[src/rtl/core/dcbs_pkg.sv]
package dcbs_pkg;

  localparam int COORD_BITS    = 24;
  localparam int DEPTH_IO_BITS = 16;
  localparam int CFG_BITS      = 16;
  localparam int CFG_IDX_BITS  = 8;
  localparam int CMP_BITS      = COORD_BITS + 1;

  localparam int FRAC_BITS_DEF  = 8;
  localparam int DEPTH_BITS_DEF = 16;

  localparam logic [CFG_BITS-1:0] SRC_WIDTH_RST  = 16'd512;
  localparam logic [CFG_BITS-1:0] SRC_HEIGHT_RST = 16'd424;

  // floor(m / 100) == (m * RECIP_MUL) >> RECIP_SHIFT for all m < 2**16
  localparam int RECIP_BITS  = 17;
  localparam int RECIP_SHIFT = 23;
  localparam logic [RECIP_BITS-1:0] RECIP_MUL = 17'd83887;

  typedef enum logic [CFG_IDX_BITS-1:0] {
    REG_SOURCE_WIDTH  = 8'd0,
    REG_SOURCE_HEIGHT = 8'd1
  } reg_idx_e;

  typedef enum logic [1:0] {
    OUTCOME_OK      = 2'd0,
    OUTCOME_OUTSIDE = 2'd1,
    OUTCOME_ZERO    = 2'd2,
    OUTCOME_INCONS  = 2'd3
  } outcome_e;

  typedef struct packed {
    logic outside;
    logic zero;
  } chk_t;

endpackage

[src/rtl/core/dcbs_front.sv]
module dcbs_front #(
  parameter int FRAC_BITS  = dcbs_pkg::FRAC_BITS_DEF,
  parameter int DEPTH_BITS = dcbs_pkg::DEPTH_BITS_DEF
) (
  input  logic                                     clk_i,
  input  logic signed [dcbs_pkg::COORD_BITS-1:0]   map_x_i,
  input  logic signed [dcbs_pkg::COORD_BITS-1:0]   map_y_i,
  input  logic [dcbs_pkg::DEPTH_IO_BITS-1:0]       depth_lt_i,
  input  logic [dcbs_pkg::DEPTH_IO_BITS-1:0]       depth_rt_i,
  input  logic [dcbs_pkg::DEPTH_IO_BITS-1:0]       depth_lb_i,
  input  logic [dcbs_pkg::DEPTH_IO_BITS-1:0]       depth_rb_i,
  input  logic [dcbs_pkg::CFG_BITS-1:0]            src_width_i,
  input  logic [dcbs_pkg::CFG_BITS-1:0]            src_height_i,
  output dcbs_pkg::chk_t                           chk_o,
  output logic [FRAC_BITS-1:0]                     fx_o,
  output logic [FRAC_BITS-1:0]                     fy_o,
  output logic [3:0][DEPTH_BITS-1:0]               depth_o,
  output logic [DEPTH_BITS-1:0]                    mean_o
);

  localparam int CB = dcbs_pkg::CMP_BITS;
  localparam int TOP = dcbs_pkg::COORD_BITS - 1;

  logic [CB-1:0]               xh, yh;
  logic [3:0][DEPTH_BITS-1:0]  dm;
  logic [DEPTH_BITS+1:0]       sum;
  dcbs_pkg::chk_t              chk_d, chk_q;
  logic [FRAC_BITS-1:0]        fx_q, fy_q;
  logic [3:0][DEPTH_BITS-1:0]  depth_q;
  logic [DEPTH_BITS-1:0]       mean_d, mean_q;

  always_comb begin
    xh = CB'(map_x_i[TOP-1:FRAC_BITS]) + CB'(map_x_i[FRAC_BITS-1:0] != '0);
    yh = CB'(map_y_i[TOP-1:FRAC_BITS]) + CB'(map_y_i[FRAC_BITS-1:0] != '0);
    dm[0] = depth_lt_i[DEPTH_BITS-1:0];
    dm[1] = depth_rt_i[DEPTH_BITS-1:0];
    dm[2] = depth_lb_i[DEPTH_BITS-1:0];
    dm[3] = depth_rb_i[DEPTH_BITS-1:0];
    sum = (DEPTH_BITS+2)'(dm[0]) + (DEPTH_BITS+2)'(dm[1])
        + (DEPTH_BITS+2)'(dm[2]) + (DEPTH_BITS+2)'(dm[3]);
    mean_d = sum[DEPTH_BITS+1:2];
    chk_d.outside = map_x_i[TOP] | map_y_i[TOP]
                  | (xh >= CB'(src_width_i)) | (yh >= CB'(src_height_i));
    chk_d.zero = (dm[0] == '0) | (dm[1] == '0) | (dm[2] == '0) | (dm[3] == '0);
  end

  always_ff @(posedge clk_i) begin
    chk_q   <= chk_d;
    fx_q    <= map_x_i[FRAC_BITS-1:0];
    fy_q    <= map_y_i[FRAC_BITS-1:0];
    depth_q <= dm;
    mean_q  <= mean_d;
  end

  assign chk_o   = chk_q;
  assign fx_o    = fx_q;
  assign fy_o    = fy_q;
  assign depth_o = depth_q;
  assign mean_o  = mean_q;

endmodule

[src/rtl/core/dcbs_consist.sv]
module dcbs_consist #(
  parameter int DEPTH_BITS = dcbs_pkg::DEPTH_BITS_DEF
) (
  input  logic                        clk_i,
  input  logic [3:0][DEPTH_BITS-1:0]  depth_i,
  input  logic [DEPTH_BITS-1:0]       mean_i,
  output logic                        ok_o
);

  localparam int PB = DEPTH_BITS + dcbs_pkg::RECIP_SHIFT;

  logic [PB-1:0]               prod_q;
  logic [3:0][DEPTH_BITS-1:0]  diff_d, diff_q;
  logic [DEPTH_BITS-1:0]       thres;
  logic                        ok_d, ok3_q, ok4_q;

  always_comb begin
    for (int i = 0; i < 4; i++) begin
      diff_d[i] = (depth_i[i] > mean_i) ? depth_i[i] - mean_i : mean_i - depth_i[i];
    end
    thres = prod_q[dcbs_pkg::RECIP_SHIFT +: DEPTH_BITS];
    ok_d = 1'b1;
    for (int i = 0; i < 4; i++) begin
      ok_d = ok_d & (diff_q[i] < thres);
    end
  end

  always_ff @(posedge clk_i) begin
    prod_q <= PB'(mean_i) * PB'(dcbs_pkg::RECIP_MUL);
    diff_q <= diff_d;
    ok3_q  <= ok_d;
    ok4_q  <= ok3_q;
  end

  assign ok_o = ok4_q;

endmodule

[src/rtl/core/dcbs_blend.sv]
module dcbs_blend #(
  parameter int FRAC_BITS  = dcbs_pkg::FRAC_BITS_DEF,
  parameter int DEPTH_BITS = dcbs_pkg::DEPTH_BITS_DEF
) (
  input  logic                                    clk_i,
  input  logic [FRAC_BITS-1:0]                    fx_i,
  input  logic [FRAC_BITS-1:0]                    fy_i,
  input  logic [3:0][DEPTH_BITS-1:0]              depth_i,
  output logic [DEPTH_BITS+2*FRAC_BITS+1-1:0]     top_prod_o,
  output logic [DEPTH_BITS+2*FRAC_BITS+1-1:0]     bot_prod_o
);

  localparam int WB = FRAC_BITS + 1;
  localparam int TB = DEPTH_BITS + FRAC_BITS;
  localparam int PB = DEPTH_BITS + 2 * FRAC_BITS + 1;
  localparam logic [WB-1:0] SCALE = WB'(1) << FRAC_BITS;

  logic [WB-1:0]       ax, bx;
  logic [3:0][TB:0]    part_q;
  logic [WB-1:0]       cy2_q, dy2_q, cy3_q, dy3_q;
  logic [TB-1:0]       top_q, bot_q;
  logic [PB-1:0]       tp_q, bp_q;

  always_comb begin
    ax = WB'(fx_i);
    bx = SCALE - ax;
  end

  always_ff @(posedge clk_i) begin
    part_q[0] <= (TB+1)'(depth_i[0]) * (TB+1)'(bx);
    part_q[1] <= (TB+1)'(depth_i[1]) * (TB+1)'(ax);
    part_q[2] <= (TB+1)'(depth_i[2]) * (TB+1)'(bx);
    part_q[3] <= (TB+1)'(depth_i[3]) * (TB+1)'(ax);
    cy2_q     <= WB'(fy_i);
    dy2_q     <= SCALE - WB'(fy_i);
    top_q     <= TB'(part_q[0] + part_q[1]);
    bot_q     <= TB'(part_q[2] + part_q[3]);
    cy3_q     <= cy2_q;
    dy3_q     <= dy2_q;
    tp_q      <= PB'(top_q) * PB'(dy3_q);
    bp_q      <= PB'(bot_q) * PB'(cy3_q);
  end

  assign top_prod_o = tp_q;
  assign bot_prod_o = bp_q;

endmodule

[src/rtl/core/depth_consistent_bilinear_sample_top.sv]
// Depth-consistent bilinear sampler. Pulse start with a source coordinate
// (signed fixed point, FRAC_BITS fraction bits) and the four corner depths;
// exactly one result follows at the pipeline output, marked by a one-cycle
// valid_o pulse, with depth_out_o and outcome_o (0 blended, 1 outside
// source, 2 zero corner, 3 corners inconsistent). busy stays low: the
// five-stage pipeline takes a new item every cycle, so one item per clock
// is sustained. Results cannot be held off; capture them when valid_o is
// high. Source size is written over the cfg port (index 0 width, 1 height,
// other indexes ignored), cfg_ready_o is always high, and writes should be
// made only while no item is in flight.
module depth_consistent_bilinear_sample_top #(
  parameter int FRAC_BITS  = dcbs_pkg::FRAC_BITS_DEF,
  parameter int DEPTH_BITS = dcbs_pkg::DEPTH_BITS_DEF
) (
  input  logic                                    clk_i,
  input  logic                                    rst_ni,
  input  logic                                    start,
  output logic                                    busy,
  input  logic signed [dcbs_pkg::COORD_BITS-1:0]  map_x_i,
  input  logic signed [dcbs_pkg::COORD_BITS-1:0]  map_y_i,
  input  logic [dcbs_pkg::DEPTH_IO_BITS-1:0]      depth_lt_i,
  input  logic [dcbs_pkg::DEPTH_IO_BITS-1:0]      depth_rt_i,
  input  logic [dcbs_pkg::DEPTH_IO_BITS-1:0]      depth_lb_i,
  input  logic [dcbs_pkg::DEPTH_IO_BITS-1:0]      depth_rb_i,
  output logic                                    valid_o,
  output logic [dcbs_pkg::DEPTH_IO_BITS-1:0]      depth_out_o,
  output logic [1:0]                              outcome_o,
  input  logic                                    cfg_valid_i,
  output logic                                    cfg_ready_o,
  input  logic [dcbs_pkg::CFG_IDX_BITS-1:0]       cfg_index_i,
  input  logic [dcbs_pkg::CFG_BITS-1:0]           cfg_data_i
);

  localparam int PB = DEPTH_BITS + 2 * FRAC_BITS + 1;

  logic [dcbs_pkg::CFG_BITS-1:0]      width_q, height_q;
  logic [4:0]                         vld_q;
  dcbs_pkg::chk_t                     chk1, chk2_q, chk3_q, chk4_q;
  logic [FRAC_BITS-1:0]               fx, fy;
  logic [3:0][DEPTH_BITS-1:0]         depth;
  logic [DEPTH_BITS-1:0]              mean;
  logic                               ok;
  logic [PB-1:0]                      tp, bp;
  logic [PB-1:0]                      blend;
  logic [dcbs_pkg::DEPTH_IO_BITS-1:0] depth_d, depth_q;
  dcbs_pkg::outcome_e                 outcome_d, outcome_q;

  assign busy        = 1'b0;
  assign cfg_ready_o = 1'b1;

  always_ff @(posedge clk_i or negedge rst_ni) begin
    if (!rst_ni) begin
      width_q  <= dcbs_pkg::SRC_WIDTH_RST;
      height_q <= dcbs_pkg::SRC_HEIGHT_RST;
      vld_q    <= '0;
    end else begin
      vld_q <= {vld_q[3:0], start & ~busy};
      if (cfg_valid_i && cfg_ready_o) begin
        case (cfg_index_i)
          dcbs_pkg::REG_SOURCE_WIDTH:  width_q  <= cfg_data_i;
          dcbs_pkg::REG_SOURCE_HEIGHT: height_q <= cfg_data_i;
          default: ;
        endcase
      end
    end
  end

  dcbs_front #(
    .FRAC_BITS  (FRAC_BITS),
    .DEPTH_BITS (DEPTH_BITS)
  ) u_front (
    .clk_i        (clk_i),
    .map_x_i      (map_x_i),
    .map_y_i      (map_y_i),
    .depth_lt_i   (depth_lt_i),
    .depth_rt_i   (depth_rt_i),
    .depth_lb_i   (depth_lb_i),
    .depth_rb_i   (depth_rb_i),
    .src_width_i  (width_q),
    .src_height_i (height_q),
    .chk_o        (chk1),
    .fx_o         (fx),
    .fy_o         (fy),
    .depth_o      (depth),
    .mean_o       (mean)
  );

  dcbs_consist #(
    .DEPTH_BITS (DEPTH_BITS)
  ) u_consist (
    .clk_i   (clk_i),
    .depth_i (depth),
    .mean_i  (mean),
    .ok_o    (ok)
  );

  dcbs_blend #(
    .FRAC_BITS  (FRAC_BITS),
    .DEPTH_BITS (DEPTH_BITS)
  ) u_blend (
    .clk_i      (clk_i),
    .fx_i       (fx),
    .fy_i       (fy),
    .depth_i    (depth),
    .top_prod_o (tp),
    .bot_prod_o (bp)
  );

  always_comb begin
    blend = tp + bp;
    if (chk4_q.outside) begin
      outcome_d = dcbs_pkg::OUTCOME_OUTSIDE;
      depth_d   = '0;
    end else if (chk4_q.zero) begin
      outcome_d = dcbs_pkg::OUTCOME_ZERO;
      depth_d   = '0;
    end else if (!ok) begin
      outcome_d = dcbs_pkg::OUTCOME_INCONS;
      depth_d   = '0;
    end else begin
      outcome_d = dcbs_pkg::OUTCOME_OK;
      depth_d   = dcbs_pkg::DEPTH_IO_BITS'(blend[2*FRAC_BITS +: DEPTH_BITS]);
    end
  end

  always_ff @(posedge clk_i) begin
    chk2_q    <= chk1;
    chk3_q    <= chk2_q;
    chk4_q    <= chk3_q;
    depth_q   <= depth_d;
    outcome_q <= outcome_d;
  end

  assign valid_o     = vld_q[4];
  assign depth_out_o = depth_q;
  assign outcome_o   = outcome_q;

endmodule
[config.mk]
export PLATFORM = sky130hd
export DESIGN_NAME = depth_consistent_bilinear_sample_top
export DESIGN_NICKNAME = d
export VERILOG_FILES = /design/src/rtl/core/dcbs_pkg.sv /design/src/rtl/core/dcbs_front.sv /design/src/rtl/core/dcbs_consist.sv /design/src/rtl/core/dcbs_blend.sv /design/src/rtl/core/depth_consistent_bilinear_sample_top.sv
export SDC_FILE = /design/constraint.sdc
export NUM_CORES = 2
export LEC_CHECK = 0
export BUFFER_PORTS_ARGS = -buffer_cell sky130_fd_sc_hd__buf_2
export CAP_MARGIN = 10
export CELL_PAD_IN_SITES_DETAIL_PLACEMENT = 2
export CELL_PAD_IN_SITES_GLOBAL_PLACEMENT = 2
export CORE_MARGIN = 5
export CORE_UTILIZATION = 36
export CTS_BUF_LIST = sky130_fd_sc_hd__clkbuf_16
export DETAILED_ROUTE_END_ITERATION = 8
export GPL_TIMING_DRIVEN = 1
export PLACE_DENSITY_LB_ADDON = 0.1
export SLEW_MARGIN = 20
export SYNTH_ARGS = -nofsm -noshare
export SYNTH_HDL_FRONTEND = slang
export SYNTH_SLANG_ARGS = --single-unit
[constraint.sdc]
create_clock -name clk_i -period 9.2 [get_ports clk_i]
set_clock_uncertainty 0.1 [all_clocks]
set_input_delay 0.46 -clock clk_i [delete_from_list [all_inputs] [get_ports clk_i]]
set_output_delay 0.46 -clock clk_i [all_outputs]
set_load 0.01 [all_outputs]
==> flow_summary.ini <==
[status]
status = completed

[setup_path]
endpoint_kind = register
arrival_ns = 7.85
worstSetupPathType = register to register
cpMaxStageDelayCell = dfxtp_1
cp_max_fo = 11
worstPathBufferInverterCount = 4
crit_chain = inv_1, fa_1, fa_1, fa_1, inv_1, fa_1, inv_1, fa_1, inv_1, ha_1, a21o_1, a21oi_1, o21ai_0, a211o_1, o211ai_1, o221ai_1, o41ai_1, o21bai_1, xor2_1
reg2reg_slack_ns = 1.78
worst_setup_path_start_kind = register
critPathLaunch = u_front.mean_o[5]
crit_required_ns = 9.63
worstReg2RegStart = u_front.mean_o[5]
crit_top_cell = fa_1
crit_family = adder cells
worst_path_largest_cell_delay_ns = 0.90

[synth]
synthFlopType = dfxtp_1
ys_ff_latch = 475
synth_cells = 6310
ys_seq_area_share_pct = 17.0
yosys_warnings = 0
synth.avg_cell_area_um2 = 9.05
synth_edf_count = 0
async_flop_share_pct = 7.79
synth_cell_types = 84
synth_area_mm2 = 0.0571
synth_fp_nets = 7940

[hold_path]
hold_path_class = input pin to register
holdCritStartpoint = cfg_index_i[0]

[grt]
antenna_found_initial = 8
track_usage_pct = 23.1
grt_overflow = 0
grt_pass1_wl_um = 301000
grt_start_max_net_pins = 57
grt_pass1_vias = 50771

[floorplan]
rows = 146
dieHeight_um = 408
dieArea_mm2 = 0.167
start_util_pct = 36.1
io_pins = 161
dieWidth_um = 408
core_mm2 = 0.158

[route]
ant_nets = 0
vias = 43969
drt_pass1_iterations = 5
wirelength_um = 193000
wl_per_cell_um = 22.5
drt-initial-drc-count = 1566
drc = 0
via_per_inst = 5.10

[clocking]
clk_pin_slew_ns = 0.06
cts_made_buffers = 59
cts_setup_buffers = 0
cts_tree = yes
clock-sinks = 475
cts.htree.levels = 2
ctsRootBufferMaster = clkbuf_16
clock_latency_ns = 0.67
clockBufferDepth = 3

[sta]
rsz0062_at_grt = false
setup-tns-final_ns = 0
relSlewSlack_pct = 26.8
post-route-period-util_pct = 80.7
worst_slew_pin_slew_ns = 1.10
timing.final.ws_setup_ns = 1.78
setup_violations = 0
final_max_slew_viol_count = 0
period_minus_slack_ns = 7.42
fmax_mhz = 135
timing.final.hold_violations = 0

[placed_design]
gp_congestion = 0.883
dp_hpwl_um = 160000
portBuffers = 158
pre_cts_slack_ns = 1.66

[final_layout]
nets = 8117
area_delta_synth_final_pct = 10.9
drive_gt1_share_pct = 5.87
final_core_util_pct = 40.1

[run]
drv_cap = 0
synthesized netlist by cell type (78+ instances only):
cell type  number  area share, %
a21o_1        167            2.2
ha_1          716             16
fa_1          774             27
clkbuf_1      160            1.1
and2_1        435            4.8
nor2_1        204            1.3
xor2_1         78            1.2
dfxtp_1       438             15
xnor2_1       229            3.5
o21ai_0       178            1.6
a21oi_1       264            2.3
nand2_1       648            4.3
inv_1        1120            7.4
path summary, 6_finish.rpt:
| check | to | depth (start not counted) |
|---|---|---|
| worst min register to register | u_blend.cy3_q[4] | 0 |
| max in group asynchronous | height_q[12] | 2 |
| worst max-delay path | u_consist.prod_q[31] | 19 |
| worst max register to register | u_consist.prod_q[31] | 19 |
| worst min-delay path | width_q[9] | 5 |
| min in group asynchronous | width_q[14] | 2 |
stage by stage:
stage	hold slack (ns)	std cells	instance area, µm²
final	0.222	8616	63300
after global routing	0.226	8612	63300
after CTS	0.178	8610	63300
after detailed placement	0.213	8400	60100
after global placement	0.211	8400	60100
after floorplan	0.0644	6310	57100
flip-flops by register name (all words and copies together), names as in the netlist, 5 cells and up:
signal              flops
u_blend.bot_prod_o     32
u_blend.cy2_q           7
u_blend.dy3_q           9
width_q                16
u_front.mean_o         16
u_consist.prod_q       10
u_consist.diff_q       64
u_blend.bot_q          24
u_blend.top_q          24
u_front.depth_o        64
u_front.fy_o            8
u_front.fx_o            8
u_blend.dy2_q           9
vld_q                   5
height_q               16
u_blend.top_prod_o     32
u_blend.part_q         96
u_blend.cy3_q           7
depth_out_o            16
timing repair:
item                                    CTS  global route
hold buffers                             98             0
resized for setup                         0             0
endpoints found under the hold margin   145             0
endpoints found under the setup margin    0             0
area by class of cell:
type / instances / area (µm²)
flip-flops and latches: 475 / 9710
clock inverters: 51 / 624
repair buffers: 305 / 2140
clock buffers: 61 / 1530
well taps: 2072 / 2590
diodes: 6 / 15.0
fillers: 17384 / 94700
multi-input cells: 4525 / 42500
inverters: 1121 / 4210
placed cells by master (no fill, tap or decap), types with 98 or more instances in the layout:
master         count
inv_1           1124
fa_1             774
ha_1             716
nand2_1          648
and2_1           435
dfxtp_1          429
a21oi_1          264
xnor2_1          226
nor2_1           204
o21ai_0          178
a21o_1           167
buf_2            158
dlygate4sd3_1     98
tightest hold or removal path: cells and delay by family:
family | cells | cell delay (ns)
buffers and inverters | 2 | 0.30
and+or+nand+nor | 2 | 0.14
AOI/OAI and AO/OA | 1 | 0.08
logic make-up after synthesis:
group | count (synthesis) | share of synthesized area [%]
compound gates | 916 | 10.4
simple gates | 1753 | 15.3
mux | 57 | 1.05
flops | 475 | 17.0
other cells | 2 | 0.0132
xor+xnor | 307 | 4.71
buf+inv | 1310 | 8.72
fa+ha+maj | 1490 | 42.8
metal layers:
layer	up-vias	wire, µm	GRT usage (%)
met1	22702	85000	29.1
met2	524	98700	42.7
met5	-	0	0
met3	183	5140	2.07
li1	20560	-	-
met4	0	4670	5.13
Power is not shown: default switching activity piles up to over one toggle a cycle in this logic, so the estimate is an artifact.
